[src/assert_macros.svh]
// Assertion macros shared by the files that check themselves.
// Each macro samples on clk and is disabled while rst_n is low.
`ifndef ASSERT_MACROS_SVH
`define ASSERT_MACROS_SVH

// Condition that must hold at every edge.
`define SBMD_CHECK(label, cond) \
    label: assert property (@(posedge clk) disable iff (!rst_n) (cond)) \
        else $error("sbmd: invariant violated");

// Same-cycle implication.
`define SBMD_CHECK_IMPL(label, pre, post) \
    label: assert property (@(posedge clk) disable iff (!rst_n) (pre) |-> (post)) \
        else $error("sbmd: implication violated");

// Next-cycle implication.
`define SBMD_CHECK_NEXT(label, pre, post) \
    label: assert property (@(posedge clk) disable iff (!rst_n) (pre) |=> (post)) \
        else $error("sbmd: next-cycle implication violated");

`endif

[src/sbmd_pkg.sv]
// Shared types and constants of the spectral band motion detector.
// Used by every module of the block; depends on nothing.
package sbmd_pkg;

    localparam int NUM_BINS = 128;
    localparam int CNT_W    = $clog2(NUM_BINS + 1);
    localparam int BIN_W    = 7;
    localparam int CMP_W    = (CNT_W > BIN_W) ? CNT_W : BIN_W;
    localparam int LEVEL_W  = 18;
    localparam int LVL_SQ_W = 2 * LEVEL_W;
    localparam int COUNT_W  = 8;
    localparam int DATA_W   = 19;
    localparam int SQ_W     = 2 * DATA_W;
    localparam int CFG_IDX_W  = 3;
    localparam int CFG_DATA_W = 18;

    localparam logic [COUNT_W-1:0] HITS_MAX = {COUNT_W{1'b1}};

    localparam int Q_DEPTH  = 4;
    localparam int Q_PTR_W  = $clog2(Q_DEPTH);
    localparam int Q_CNT_W  = $clog2(Q_DEPTH + 1);
    localparam int RES_DEPTH = 2;
    localparam int RES_PTR_W = $clog2(RES_DEPTH);
    localparam int RES_CNT_W = $clog2(RES_DEPTH + 1);

    typedef enum logic [CFG_IDX_W-1:0] {
        CFG_TREMOR_LOW_BIN   = 3'd0,
        CFG_TREMOR_HIGH_BIN  = 3'd1,
        CFG_DYSK_HIGH_BIN    = 3'd2,
        CFG_TREMOR_LEVEL     = 3'd3,
        CFG_DYSK_LEVEL       = 3'd4,
        CFG_STRONG_LEVEL     = 3'd5,
        CFG_TREMOR_MIN_COUNT = 3'd6,
        CFG_DYSK_MIN_COUNT   = 3'd7
    } cfg_idx_t;

    typedef enum logic [1:0] {
        BAND_NONE   = 2'd0,
        BAND_TREMOR = 2'd1,
        BAND_DYSK   = 2'd2
    } band_t;

    typedef struct packed {
        logic [BIN_W-1:0]   tremor_low_bin;
        logic [BIN_W-1:0]   tremor_high_bin;
        logic [BIN_W-1:0]   dyskinesia_high_bin;
        logic [LEVEL_W-1:0] tremor_level;
        logic [LEVEL_W-1:0] dyskinesia_level;
        logic [LEVEL_W-1:0] strong_level;
        logic [COUNT_W-1:0] tremor_min_count;
        logic [COUNT_W-1:0] dyskinesia_min_count;
    } cfg_t;

    typedef struct packed {
        logic [DATA_W-1:0] mag_re;
        logic [DATA_W-1:0] mag_im;
        band_t             band;
        logic              last;
    } item_t;

    typedef struct packed {
        logic               empty;
        logic               full;
        logic [Q_CNT_W-1:0] count;
    } q_status_t;

    typedef struct packed {
        logic tremor;
        logic dyskinesia;
        logic strong_hit;
    } res_t;

    typedef struct packed {
        logic                 res_push;
        logic [RES_CNT_W-1:0] res_count;
    } bk_status_t;

endpackage

[src/sbmd_front.sv]
// Front end: accepts bins, tracks the bin index, takes magnitudes of both parts
// and tags each bin with its band. Depends on sbmd_pkg.
module sbmd_front (
    input  logic                        clk,
    input  logic                        rst_n,
    input  sbmd_pkg::cfg_t              cfg,
    input  logic                        push,
    input  logic signed [sbmd_pkg::DATA_W-1:0] bin_real,
    input  logic signed [sbmd_pkg::DATA_W-1:0] bin_imag,
    input  logic                        last_bin,
    input  logic                        q_full,
    output logic                        q_push,
    output sbmd_pkg::item_t             q_item
);

    logic [sbmd_pkg::CNT_W-1:0] bin_cnt_reg;
    logic [sbmd_pkg::CNT_W-1:0] bin_cnt_next;
    logic [sbmd_pkg::CMP_W-1:0] idx;
    logic [sbmd_pkg::CMP_W-1:0] low_bin;
    logic [sbmd_pkg::CMP_W-1:0] high_bin;
    logic [sbmd_pkg::CMP_W-1:0] dysk_bin;
    logic                       in_range;
    logic [sbmd_pkg::DATA_W-1:0] re_u;
    logic [sbmd_pkg::DATA_W-1:0] im_u;

    assign q_push   = push && !q_full;
    assign in_range = (bin_cnt_reg < sbmd_pkg::CNT_W'(sbmd_pkg::NUM_BINS));
    assign idx      = sbmd_pkg::CMP_W'(bin_cnt_reg);
    assign low_bin  = sbmd_pkg::CMP_W'(cfg.tremor_low_bin);
    assign high_bin = sbmd_pkg::CMP_W'(cfg.tremor_high_bin);
    assign dysk_bin = sbmd_pkg::CMP_W'(cfg.dyskinesia_high_bin);

    // The most negative input has a magnitude that still fits unsigned.
    assign re_u = bin_real;
    assign im_u = bin_imag;

    always_comb
    begin
        q_item.mag_re = bin_real[sbmd_pkg::DATA_W-1] ? (~re_u + 1'b1) : re_u;
        q_item.mag_im = bin_imag[sbmd_pkg::DATA_W-1] ? (~im_u + 1'b1) : im_u;
        q_item.last   = last_bin;
        // The DC bin and bins past the frame length belong to no band.
        if (!in_range || idx == '0)
        begin
            q_item.band = sbmd_pkg::BAND_NONE;
        end
        else if (idx >= low_bin && idx <= high_bin)
        begin
            q_item.band = sbmd_pkg::BAND_TREMOR;
        end
        else if (idx > high_bin && idx <= dysk_bin)
        begin
            q_item.band = sbmd_pkg::BAND_DYSK;
        end
        else
        begin
            q_item.band = sbmd_pkg::BAND_NONE;
        end
    end

    always_comb
    begin
        bin_cnt_next = bin_cnt_reg;
        if (q_push)
        begin
            if (last_bin)
            begin
                bin_cnt_next = '0;
            end
            else if (in_range)
            begin
                bin_cnt_next = bin_cnt_reg + 1'b1;
            end
        end
    end

    always_ff @(posedge clk or negedge rst_n)
    begin
        if (!rst_n)
        begin
            bin_cnt_reg <= '0;
        end
        else
        begin
            bin_cnt_reg <= bin_cnt_next;
        end
    end

endmodule

[src/sbmd_queue.sv]
// Short queue of classified bins between the front end and the back end.
// Depends on sbmd_pkg.
module sbmd_queue (
    input  logic                  clk,
    input  logic                  rst_n,
    input  logic                  wr_en,
    input  sbmd_pkg::item_t       wr_item,
    input  logic                  rd_en,
    output sbmd_pkg::item_t       rd_item,
    output sbmd_pkg::q_status_t   status
);

    sbmd_pkg::item_t               mem_reg [sbmd_pkg::Q_DEPTH];
    logic [sbmd_pkg::Q_PTR_W-1:0]  wr_ptr_reg;
    logic [sbmd_pkg::Q_PTR_W-1:0]  wr_ptr_next;
    logic [sbmd_pkg::Q_PTR_W-1:0]  rd_ptr_reg;
    logic [sbmd_pkg::Q_PTR_W-1:0]  rd_ptr_next;
    logic [sbmd_pkg::Q_CNT_W-1:0]  cnt_reg;
    logic [sbmd_pkg::Q_CNT_W-1:0]  cnt_next;

    assign rd_item      = mem_reg[rd_ptr_reg];
    assign status.count = cnt_reg;
    assign status.empty = (cnt_reg == '0);
    assign status.full  = (cnt_reg == sbmd_pkg::Q_CNT_W'(sbmd_pkg::Q_DEPTH));

    always_comb
    begin
        wr_ptr_next = wr_ptr_reg;
        rd_ptr_next = rd_ptr_reg;
        cnt_next    = cnt_reg;
        if (wr_en)
        begin
            wr_ptr_next = (wr_ptr_reg == sbmd_pkg::Q_PTR_W'(sbmd_pkg::Q_DEPTH - 1))
                          ? '0 : wr_ptr_reg + 1'b1;
        end
        if (rd_en)
        begin
            rd_ptr_next = (rd_ptr_reg == sbmd_pkg::Q_PTR_W'(sbmd_pkg::Q_DEPTH - 1))
                          ? '0 : rd_ptr_reg + 1'b1;
        end
        if (wr_en && !rd_en)
        begin
            cnt_next = cnt_reg + 1'b1;
        end
        else if (rd_en && !wr_en)
        begin
            cnt_next = cnt_reg - 1'b1;
        end
    end

    always_ff @(posedge clk)
    begin
        if (wr_en)
        begin
            mem_reg[wr_ptr_reg] <= wr_item;
        end
    end

    always_ff @(posedge clk or negedge rst_n)
    begin
        if (!rst_n)
        begin
            wr_ptr_reg <= '0;
            rd_ptr_reg <= '0;
            cnt_reg    <= '0;
        end
        else
        begin
            wr_ptr_reg <= wr_ptr_next;
            rd_ptr_reg <= rd_ptr_next;
            cnt_reg    <= cnt_next;
        end
    end

endmodule

[src/sbmd_back.sv]
// Back end: squares the magnitudes, updates band hit counts and peaks, and at
// the last bin of a frame queues the three flags. Depends on sbmd_pkg.
module sbmd_back (
    input  logic                   clk,
    input  logic                   rst_n,
    input  sbmd_pkg::cfg_t         cfg,
    input  sbmd_pkg::item_t        q_item,
    input  logic                   q_empty,
    output logic                   q_pop,
    input  logic                   pop,
    output logic                   empty,
    output logic                   tremor_flag,
    output logic                   dyskinesia_flag,
    output logic                   strong_flag,
    output sbmd_pkg::bk_status_t   status
);

    logic [sbmd_pkg::LVL_SQ_W-1:0] trem_lvl_sq_reg;
    logic [sbmd_pkg::LVL_SQ_W-1:0] dysk_lvl_sq_reg;
    logic [sbmd_pkg::LVL_SQ_W-1:0] strong_lvl_sq_reg;

    logic                        s1_valid_reg;
    logic                        s1_valid_next;
    logic [sbmd_pkg::SQ_W-1:0]   s1_re_sq_reg;
    logic [sbmd_pkg::SQ_W-1:0]   s1_im_sq_reg;
    sbmd_pkg::band_t             s1_band_reg;
    logic                        s1_last_reg;

    logic [sbmd_pkg::COUNT_W-1:0] trem_hits_reg;
    logic [sbmd_pkg::COUNT_W-1:0] trem_hits_next;
    logic [sbmd_pkg::COUNT_W-1:0] dysk_hits_reg;
    logic [sbmd_pkg::COUNT_W-1:0] dysk_hits_next;
    logic [sbmd_pkg::SQ_W-1:0]    trem_peak_reg;
    logic [sbmd_pkg::SQ_W-1:0]    trem_peak_next;
    logic [sbmd_pkg::SQ_W-1:0]    dysk_peak_reg;
    logic [sbmd_pkg::SQ_W-1:0]    dysk_peak_next;

    logic [sbmd_pkg::SQ_W-1:0]    mag_sq;
    logic [sbmd_pkg::SQ_W-1:0]    re_ext;
    logic [sbmd_pkg::SQ_W-1:0]    im_ext;
    logic                         advance;
    logic                         acc_fire;
    logic                         trem_det;
    logic                         dysk_det;
    sbmd_pkg::res_t               res_word;

    sbmd_pkg::res_t                  res_mem_reg [sbmd_pkg::RES_DEPTH];
    logic [sbmd_pkg::RES_PTR_W-1:0]  res_wr_ptr_reg;
    logic [sbmd_pkg::RES_PTR_W-1:0]  res_rd_ptr_reg;
    logic [sbmd_pkg::RES_CNT_W-1:0]  res_cnt_reg;
    logic [sbmd_pkg::RES_CNT_W-1:0]  res_cnt_next;
    logic                            res_full;
    logic                            res_push;
    logic                            res_pop;

    assign res_full = (res_cnt_reg == sbmd_pkg::RES_CNT_W'(sbmd_pkg::RES_DEPTH));
    assign res_push = acc_fire && s1_last_reg;
    assign res_pop  = pop && !empty;
    assign empty    = (res_cnt_reg == '0);

    // The pipeline only waits when a frame ends and the result queue is full.
    assign advance  = !(s1_valid_reg && s1_last_reg && res_full);
    assign q_pop    = advance && !q_empty;
    assign acc_fire = advance && s1_valid_reg;
    assign s1_valid_next = advance ? !q_empty : s1_valid_reg;

    assign re_ext = sbmd_pkg::SQ_W'(q_item.mag_re);
    assign im_ext = sbmd_pkg::SQ_W'(q_item.mag_im);
    assign mag_sq = s1_re_sq_reg + s1_im_sq_reg;

    // The user must change levels only while the block is idle; the block itself
    // does not enforce this. Their squares are simply recomputed every cycle.
    always_ff @(posedge clk)
    begin
        trem_lvl_sq_reg   <= sbmd_pkg::LVL_SQ_W'(cfg.tremor_level)
                             * sbmd_pkg::LVL_SQ_W'(cfg.tremor_level);
        dysk_lvl_sq_reg   <= sbmd_pkg::LVL_SQ_W'(cfg.dyskinesia_level)
                             * sbmd_pkg::LVL_SQ_W'(cfg.dyskinesia_level);
        strong_lvl_sq_reg <= sbmd_pkg::LVL_SQ_W'(cfg.strong_level)
                             * sbmd_pkg::LVL_SQ_W'(cfg.strong_level);
    end

    always_ff @(posedge clk)
    begin
        if (q_pop)
        begin
            s1_re_sq_reg <= re_ext * re_ext;
            s1_im_sq_reg <= im_ext * im_ext;
            s1_band_reg  <= q_item.band;
            s1_last_reg  <= q_item.last;
        end
    end

    always_comb
    begin
        trem_hits_next = trem_hits_reg;
        dysk_hits_next = dysk_hits_reg;
        trem_peak_next = trem_peak_reg;
        dysk_peak_next = dysk_peak_reg;
        unique case (s1_band_reg)
            sbmd_pkg::BAND_TREMOR:
            begin
                if (mag_sq >= sbmd_pkg::SQ_W'(trem_lvl_sq_reg)
                    && trem_hits_reg != sbmd_pkg::HITS_MAX)
                begin
                    trem_hits_next = trem_hits_reg + 1'b1;
                end
                if (mag_sq > trem_peak_reg)
                begin
                    trem_peak_next = mag_sq;
                end
            end
            sbmd_pkg::BAND_DYSK:
            begin
                if (mag_sq >= sbmd_pkg::SQ_W'(dysk_lvl_sq_reg)
                    && dysk_hits_reg != sbmd_pkg::HITS_MAX)
                begin
                    dysk_hits_next = dysk_hits_reg + 1'b1;
                end
                if (mag_sq > dysk_peak_reg)
                begin
                    dysk_peak_next = mag_sq;
                end
            end
            default:
            begin
            end
        endcase
    end

    assign trem_det            = (trem_hits_next >= cfg.tremor_min_count);
    assign dysk_det            = (dysk_hits_next >= cfg.dyskinesia_min_count);
    assign res_word.tremor     = trem_det || dysk_det;
    assign res_word.dyskinesia = !trem_det && dysk_det;
    assign res_word.strong_hit = (trem_peak_next >= sbmd_pkg::SQ_W'(strong_lvl_sq_reg))
                              || (dysk_peak_next >= sbmd_pkg::SQ_W'(strong_lvl_sq_reg));

    always_ff @(posedge clk or negedge rst_n)
    begin
        if (!rst_n)
        begin
            s1_valid_reg  <= 1'b0;
            trem_hits_reg <= '0;
            dysk_hits_reg <= '0;
            trem_peak_reg <= '0;
            dysk_peak_reg <= '0;
        end
        else
        begin
            s1_valid_reg <= s1_valid_next;
            if (acc_fire)
            begin
                if (s1_last_reg)
                begin
                    trem_hits_reg <= '0;
                    dysk_hits_reg <= '0;
                    trem_peak_reg <= '0;
                    dysk_peak_reg <= '0;
                end
                else
                begin
                    trem_hits_reg <= trem_hits_next;
                    dysk_hits_reg <= dysk_hits_next;
                    trem_peak_reg <= trem_peak_next;
                    dysk_peak_reg <= dysk_peak_next;
                end
            end
        end
    end

    // Result queue.
    always_comb
    begin
        res_cnt_next = res_cnt_reg;
        if (res_push && !res_pop)
        begin
            res_cnt_next = res_cnt_reg + 1'b1;
        end
        else if (res_pop && !res_push)
        begin
            res_cnt_next = res_cnt_reg - 1'b1;
        end
    end

    always_ff @(posedge clk)
    begin
        if (res_push)
        begin
            res_mem_reg[res_wr_ptr_reg] <= res_word;
        end
    end

    always_ff @(posedge clk or negedge rst_n)
    begin
        if (!rst_n)
        begin
            res_wr_ptr_reg <= '0;
            res_rd_ptr_reg <= '0;
            res_cnt_reg    <= '0;
        end
        else
        begin
            if (res_push)
            begin
                res_wr_ptr_reg <= (res_wr_ptr_reg == sbmd_pkg::RES_PTR_W'(sbmd_pkg::RES_DEPTH - 1))
                                  ? '0 : res_wr_ptr_reg + 1'b1;
            end
            if (res_pop)
            begin
                res_rd_ptr_reg <= (res_rd_ptr_reg == sbmd_pkg::RES_PTR_W'(sbmd_pkg::RES_DEPTH - 1))
                                  ? '0 : res_rd_ptr_reg + 1'b1;
            end
            res_cnt_reg <= res_cnt_next;
        end
    end

    assign tremor_flag      = res_mem_reg[res_rd_ptr_reg].tremor;
    assign dyskinesia_flag  = res_mem_reg[res_rd_ptr_reg].dyskinesia;
    assign strong_flag      = res_mem_reg[res_rd_ptr_reg].strong_hit;
    assign status.res_push  = res_push;
    assign status.res_count = res_cnt_reg;

endmodule

[src/spectral_band_motion_detector_core.sv]
// Spectral band motion detector: one FFT bin accepted per cycle while not full.
// The flags of a frame reach the outputs after its last bin has passed the queue,
// the squaring stage and the accumulate stage into the result queue.
// Stalls come only from the result queue when a frame ends with it full.
// rst_n is asynchronous and clears all queues, counters and accumulators and
// loads the configuration registers with their defaults.
`include "assert_macros.svh"

module spectral_band_motion_detector_core (
    input  logic                                clk,
    input  logic                                rst_n,
    input  logic                                cfg_valid,
    output logic                                cfg_ready,
    input  logic [sbmd_pkg::CFG_IDX_W-1:0]      cfg_index,
    input  logic [sbmd_pkg::CFG_DATA_W-1:0]     cfg_data,
    input  logic                                push,
    output logic                                full,
    input  logic signed [sbmd_pkg::DATA_W-1:0]  bin_real,
    input  logic signed [sbmd_pkg::DATA_W-1:0]  bin_imag,
    input  logic                                last_bin,
    output logic                                empty,
    input  logic                                pop,
    output logic                                tremor_flag,
    output logic                                dyskinesia_flag,
    output logic                                strong_flag
);

    sbmd_pkg::cfg_t        cfg_reg;
    sbmd_pkg::item_t       fe_item;
    sbmd_pkg::item_t       bk_item;
    sbmd_pkg::q_status_t   q_stat;
    sbmd_pkg::bk_status_t  bk_stat;
    logic                  q_push;
    logic                  q_pop;

    assign cfg_ready = 1'b1;

    always_ff @(posedge clk or negedge rst_n)
    begin
        if (!rst_n)
        begin
            cfg_reg.tremor_low_bin       <= 7'd8;
            cfg_reg.tremor_high_bin      <= 7'd12;
            cfg_reg.dyskinesia_high_bin  <= 7'd17;
            cfg_reg.tremor_level         <= 18'd3584;
            cfg_reg.dyskinesia_level     <= 18'd5120;
            cfg_reg.strong_level         <= 18'd20480;
            cfg_reg.tremor_min_count     <= 8'd2;
            cfg_reg.dyskinesia_min_count <= 8'd3;
        end
        else if (cfg_valid && cfg_ready)
        begin
            unique case (sbmd_pkg::cfg_idx_t'(cfg_index))
                sbmd_pkg::CFG_TREMOR_LOW_BIN:
                    cfg_reg.tremor_low_bin <= cfg_data[sbmd_pkg::BIN_W-1:0];
                sbmd_pkg::CFG_TREMOR_HIGH_BIN:
                    cfg_reg.tremor_high_bin <= cfg_data[sbmd_pkg::BIN_W-1:0];
                sbmd_pkg::CFG_DYSK_HIGH_BIN:
                    cfg_reg.dyskinesia_high_bin <= cfg_data[sbmd_pkg::BIN_W-1:0];
                sbmd_pkg::CFG_TREMOR_LEVEL:
                    cfg_reg.tremor_level <= cfg_data[sbmd_pkg::LEVEL_W-1:0];
                sbmd_pkg::CFG_DYSK_LEVEL:
                    cfg_reg.dyskinesia_level <= cfg_data[sbmd_pkg::LEVEL_W-1:0];
                sbmd_pkg::CFG_STRONG_LEVEL:
                    cfg_reg.strong_level <= cfg_data[sbmd_pkg::LEVEL_W-1:0];
                sbmd_pkg::CFG_TREMOR_MIN_COUNT:
                    cfg_reg.tremor_min_count <= cfg_data[sbmd_pkg::COUNT_W-1:0];
                sbmd_pkg::CFG_DYSK_MIN_COUNT:
                    cfg_reg.dyskinesia_min_count <= cfg_data[sbmd_pkg::COUNT_W-1:0];
                default:
                begin
                end
            endcase
        end
    end

    sbmd_front u_front (
        .clk      (clk),
        .rst_n    (rst_n),
        .cfg      (cfg_reg),
        .push     (push),
        .bin_real (bin_real),
        .bin_imag (bin_imag),
        .last_bin (last_bin),
        .q_full   (q_stat.full),
        .q_push   (q_push),
        .q_item   (fe_item)
    );

    sbmd_queue u_queue (
        .clk     (clk),
        .rst_n   (rst_n),
        .wr_en   (q_push),
        .wr_item (fe_item),
        .rd_en   (q_pop),
        .rd_item (bk_item),
        .status  (q_stat)
    );

    sbmd_back u_back (
        .clk             (clk),
        .rst_n           (rst_n),
        .cfg             (cfg_reg),
        .q_item          (bk_item),
        .q_empty         (q_stat.empty),
        .q_pop           (q_pop),
        .pop             (pop),
        .empty           (empty),
        .tremor_flag     (tremor_flag),
        .dyskinesia_flag (dyskinesia_flag),
        .strong_flag     (strong_flag),
        .status          (bk_stat)
    );

    assign full = q_stat.full;

    `SBMD_CHECK_NEXT(a_q_fill, (push && !full && !q_pop), (q_stat.count == $past(q_stat.count) + 1'b1))
    `SBMD_CHECK_NEXT(a_q_drain, (q_pop && !(push && !full)), (q_stat.count == $past(q_stat.count) - 1'b1))
    `SBMD_CHECK_NEXT(a_res_drain, (pop && !empty && bk_stat.res_count == 2'd1 && !bk_stat.res_push), empty)
    `SBMD_CHECK_IMPL(a_pop_needs_item, q_pop, !q_stat.empty)

endmodule
[config.mk]
export PLATFORM = sky130hd
export DESIGN_NAME = spectral_band_motion_detector_core
export DESIGN_NICKNAME = d
export VERILOG_FILES = /design/src/sbmd_pkg.sv /design/src/sbmd_front.sv /design/src/sbmd_queue.sv /design/src/sbmd_back.sv /design/src/spectral_band_motion_detector_core.sv
export VERILOG_INCLUDE_DIRS = /design/src /design/src/src
export SDC_FILE = /design/constraint.sdc
export NUM_CORES = 2
export LEC_CHECK = 0
export BUFFER_PORTS_ARGS = -buffer_cell sky130_fd_sc_hd__buf_2
export CORE_MARGIN = 1
export CORE_UTILIZATION = 46
export CTS_CLUSTER_DIAMETER = 80
export CTS_CLUSTER_SIZE = 12
export DETAILED_ROUTE_END_ITERATION = 10
export SLEW_MARGIN = 20
export SYNTH_ARGS = -nofsm -noshare
export SYNTH_HDL_FRONTEND = slang
export SYNTH_SLANG_ARGS = --single-unit
export TNS_END_PERCENT = 30
[constraint.sdc]
create_clock -name clk -period 8.3 [get_ports clk]
set_input_delay 2.075 -clock clk [delete_from_list [all_inputs] [get_ports clk]]
set_output_delay 2.075 -clock clk [all_outputs]
set_load 0.005 [all_outputs]
After elaboration in Yosys (flattened, before gate mapping)
Memory sizes are Yosys's and may differ from the RTL's.
Index checks and enable logic that the tools add are counted.
{ "classes": {"muxes": 31, "eq_ne": 15, "mul": 5, "bitwise": 2, "n_addsub": 14, "n_reduce_logical": 45, "magnitude_cmp": 13} }
{ "op_table": {"columns": ["cell", "count"], "rows": [
  ["$mux 38", 6],
  ["$ge 38x36->1", 4],
  ["$mul 18x18->36", 3],
  ["$gt 38x38->1", 2],
  ["$mul 19x19->38", 2],
  ["$mux 8", 8],
  ["$add 19x1->19 const B", 2],
  ["$add 38x38->38", 1],
  ["$mux 19", 2],
  ["$not 19->19", 2],
  ["$add 8x1->8 const B", 3],
  ["$reduce_and 2->1", 9],
  ["$ge 8x8->1", 2],
  ["$le 8x7->1", 2],
  ["$logic_and 1x1->1", 16],
  ["$ne 8x8->1 const B", 2],
  ["$eq 3x3->1 const B", 5],
  ["$mux 2", 7],
  ["$logic_not 1->1", 10],
  ["$eq 2x2->1 const B", 4],
  ["$ge 8x7->1", 1],
  ["$gt 8x7->1", 1],
  ["$logic_not 8->1", 1],
  ["$lt 8x8->1 const B", 1],
  ["other kinds (14)", 29]
]} }
{ "totals": {"ram_bits": 170, "out_inout_bits": 6, "wordCells": 154, "input_bits": 65, "mem_count": 2, "regBits": 390} }
{ "mem_list": {"columns": ["name", "words", "width", "read_ports", "rd_ports_with_merged_regs", "write_ports", "line", "source"], "rows": [
  ["u_queue.mem_reg", 4, 41, 1, 0, 1, "sbmd_queue.sv:13", "sbmd_pkg::item_t mem_reg [sbmd_pkg::Q_DEPTH];"],
  ["u_back.res_mem_reg", 2, 3, 1, 0, 1, "sbmd_back.sv:47", "sbmd_pkg::res_t res_mem_reg [sbmd_pkg::RES_DEPTH];"]
]} }

Longest topological paths before layout
{ "depth": {"depth_word": 9, "ltp_mapped": 33} }

Modules after synthesis
From an unflattened synthesis, not the netlist that was laid out.
{ "unflattened": {"hier_cells": 7592, "hier_area_um2": 75454.9} }
{ "modules_own_cells": {"columns": ["mod", "cells_each", "instances", "area_per_inst_um2"], "rows": [
  ["sbmd_back", 6905, 1, 63771.2],
  ["sbmd_queue", 252, 1, 6386.1],
  ["spectral_band_motion_detector_core", 202, 1, 3574.7],
  ["sbmd_front", 233, 1, 1722.9]
]} }

Least setup slack after synthesis
OpenSTA, ideal clock, no wires.
{ "synth_timing": {"path_type": "flip-flop to flip-flop", "startpoint": "register u_queue.rd_ptr_reg[0] in the netlist's numbering", "endpoint": "register u_back.s1_im_sq_reg[34] in the netlist's numbering, data pin", "period_less_slack_ps": 8170, "slack_ps": 130, "required_time_ps": 8042, "arrival_ps": 7912, "stages_incl_launch_ff": 29, "setup_ps": 258, "cell_sequence": "dfrtp_1 -> clkbuf_1 -> buf_1 -> buf_1 -> mux2i_1 -> nand2_1 -> o21ai_0 -> clkbuf_1 -> nor2_1 -> fa_1 -> fa_1 -> fa_1 -> fa_1 -> inv_1 -> fa_1 -> fa_1 -> inv_1 -> ha_1 -> clkbuf_1 -> a211o_1 -> nor3_1 -> o21a_1 -> nor3_1 -> a221o_1 -> a221oi_1 -> o311ai_0 -> a31o_2 -> a21oi_1 -> xnor2_1"} }
{ "synth_between": {"elab_chain_len": 2} }
{ "synth_lines": {"columns": ["item", "line", "source"], "rows": [
  ["start: declaration", "sbmd_queue.sv:16", "logic [sbmd_pkg::Q_PTR_W-1:0] rd_ptr_reg;"],
  ["start signal: assignment", "sbmd_queue.sv:70", "rd_ptr_reg <= rd_ptr_next;"],
  ["$mem_v2 4x41", null, null],
  ["$mul 19x19->38", "sbmd_back.sv:88", "s1_im_sq_reg <= im_ext * im_ext;"],
  ["end signal: assignment", "sbmd_back.sv:88", null],
  ["end: declaration", "sbmd_back.sv:25", "logic [sbmd_pkg::SQ_W-1:0] s1_im_sq_reg;"]
]} }
No other way between the ends.
A chain may end at the register's enable or synchronous reset.

==> metrics <==
Iter 0 DRT Violations around 2900; CTS tree yes; antenna violations before repair 6; commonest cells after routing, fill and taps aside inv_1 (1852), fa_1 (1149), ha_1 (865); worst hold path depth 1; antenna-violating nets left 0; CP Data Arrival Time 8230 ps; Total Routed Length between 150000 and 200000 um; RSZ-0062 raised after global routing false; first-pass GRT wire length 301300 um; Die W 403.8 um; Warnings, synthesis 0; skew final 33.74 ps; Starting Density 0.4631; cts hold-fix bufs 0; later-pin clock latency in the skew report just under 700 ps; Most used DFF post-synth edfxtp_1; total global routing overflow 0; Placeable Area 0.1604 mm2; startpoint types flop; final slew viol count 0; worst-margin pin slew 1129 ps; CTS clock-pin slew for the worst setup and hold paths roughly 60 ps; most common cell after layout, fill and taps aside inv_1; post-route minimum period 7885 ps; FP Rows 147; Seq/Total Area, Yosys 0.1968; Largest stage delay, worst path 600 ps; Die Y 403.8 um; drc violations 6; Worst slew margin 0.2448; Critical Path Fanout Max 32; Num Clock Sinks 555; Yosys top cell area share 0.3097; post-synthesis cell type count 82; period utilization 0.9500; routed length per instance 18.56 um; total CTS buffers 58; Final setup viols 0; Post-DP HPWL 151000 um; Inst Count DP 9840; gr usage total 0.2348; status finished, violations left; PnR worst setup slack 414.7 ps; I/O Buffers 69; Placement Setup Slack 56.74 ps; Reg area around 0.015 mm2; top cells by area, synth fa_1 (31%), ha_1 (15%), edfxtp_1 (10%), inv_1 (9.4%), dfrtp_1 (6.3%); H-tree lvl count 2; vias 51261; Synth async-reset ratio 0.3658; die area 0.1631 mm2; DR pass1 iterations 8; share of cells above drive strength 1 0.06650; CP Data Required Time approximately 8700 ps; vias per cell 5.150; post-route setup TNS 0 ps; master of the slowest instance on the critical path or4b_1; number of synthesized flops with an enable pin around 250; Post-Syn Area 0.07428 mm2; clk buf depth 3; violated checks DRC; Placer Congestion between 0.9 and 1; Fin. Hold Viols 0; syn avg cell area about 9.7 um2; syn_nets 9737; delay-heaviest family, CP simple AND/OR/NAND/NOR gates; WP buf/inv 2; Area growth, synth to finish 7.363%; vias in the first global route between 50000 and 60000; Mapped Cells 7658; Worst Hold Class flop to flop; Multi-input gate area around 0.052 mm2; biggest area consumer among synthesized cells fa_1; Crit. End Element flop; Worst Path Class, Setup flop to flop; Root Buffer clkbuf_16; R2R depth 30; filler instances 14987; max reg flops 164; pin count of the biggest net entering global routing 131; Synth Register Bits 555; number of nets in the layout 9820; # Max-Cap Violations 0; FMAX 126.8 MHz; Non-Filler Instances between 9000 and 10000; Critical Path Stages 30; IO Pins 71
layer usage:
layer  up-vias  global-route usage  part of all wire
met5         -                   0           0.00017
met4         6             0.05702             0.025
met3       215             0.02897             0.048
met2      1090              0.3898              0.47
met1     25756              0.3263              0.45
li1      24194                   -                 -
cells in the mapped netlist (151+ instances only):
library cell and number:
ha_1 865, clkbuf_1 168, inv_1 1852, dfrtp_1 188, nor2_1 426, fa_1 1149, edfxtp_1 247, xnor2_1 187
o21ai_0 252, a21oi_1 242, a21o_1 151, and2_1 215, nand2_1 605
worst reg2reg max path: cells and delay by family, from the launching register on:
kind	cells	cell delay [ps]
AOI/OAI and AO/OA	10	2080
muxes	1	400
and+or+nand+nor	13	3060
xor gates and xnor gates	1	140
adders and majority gates	3	980
buffers and inverters	2	540
DFF	1	400
what timing repair did:
action / 4_1_cts / 5_1_grt
pin swaps: 0 / 0
setup endpoints to repair: 2 / 11
buffers inserted: 0 / 1
gates resized for setup: 1 / 10
logic make-up after synthesis:
family | Yosys count | share of synthesized area
DFF | 555 | 0.1968
other | 1 | 0.00005049
adders and majority gates | 2014 | 0.4554
muxes | 193 | 0.02897
AOI/OAI and AO/OA | 956 | 0.08148
buffers and inverters | 2050 | 0.1038
xor gates and xnor gates | 274 | 0.03256
and+or+nand+nor | 1615 | 0.1009
metrics by stage:
stage,hold WS [ps],area [um2],util
final,491.6,79750,0.4972
after floorplan,345.4,74280,-
after detailed placement,481.9,77830,0.4852
after global placement,477.4,77820,0.4852
after global routing,518.0,79740,0.4972
after CTS,496.5,79680,0.4968
area by class of cell:
| type | instances | area share |
|---|---|---|
| flip-flops and latches | 555 | 0.1834 |
| clock buffers | 95 | 0.02098 |
| repair buffers | 213 | 0.01884 |
| diodes | 4 | 0.0001255 |
| clock inverters | 14 | 0.002197 |
| inverters | 1860 | 0.08755 |
| multi-input cells | 5053 | 0.6530 |
| well taps | 2160 | 0.03389 |
worst paths after layout:
kind / startpoint / end / slack [ps]
setup / recovery: u_back.s1_im_sq_reg[20] / u_back.res_mem_reg[1][0] / 410
max in group asynchronous: rst_n / u_queue.rd_ptr_reg[0] / 5470
hold / removal: u_back.res_wr_ptr_reg / u_back.res_wr_ptr_reg / 490
hold reg to reg: u_back.res_wr_ptr_reg / u_back.res_wr_ptr_reg / 490
min in group asynchronous: rst_n / cfg_reg[60] / 1430
setup reg to reg: u_back.s1_im_sq_reg[20] / u_back.res_mem_reg[1][0] / 410
Power is not shown: default switching activity piles up to over one toggle a cycle in this logic, so the estimate is an artifact.
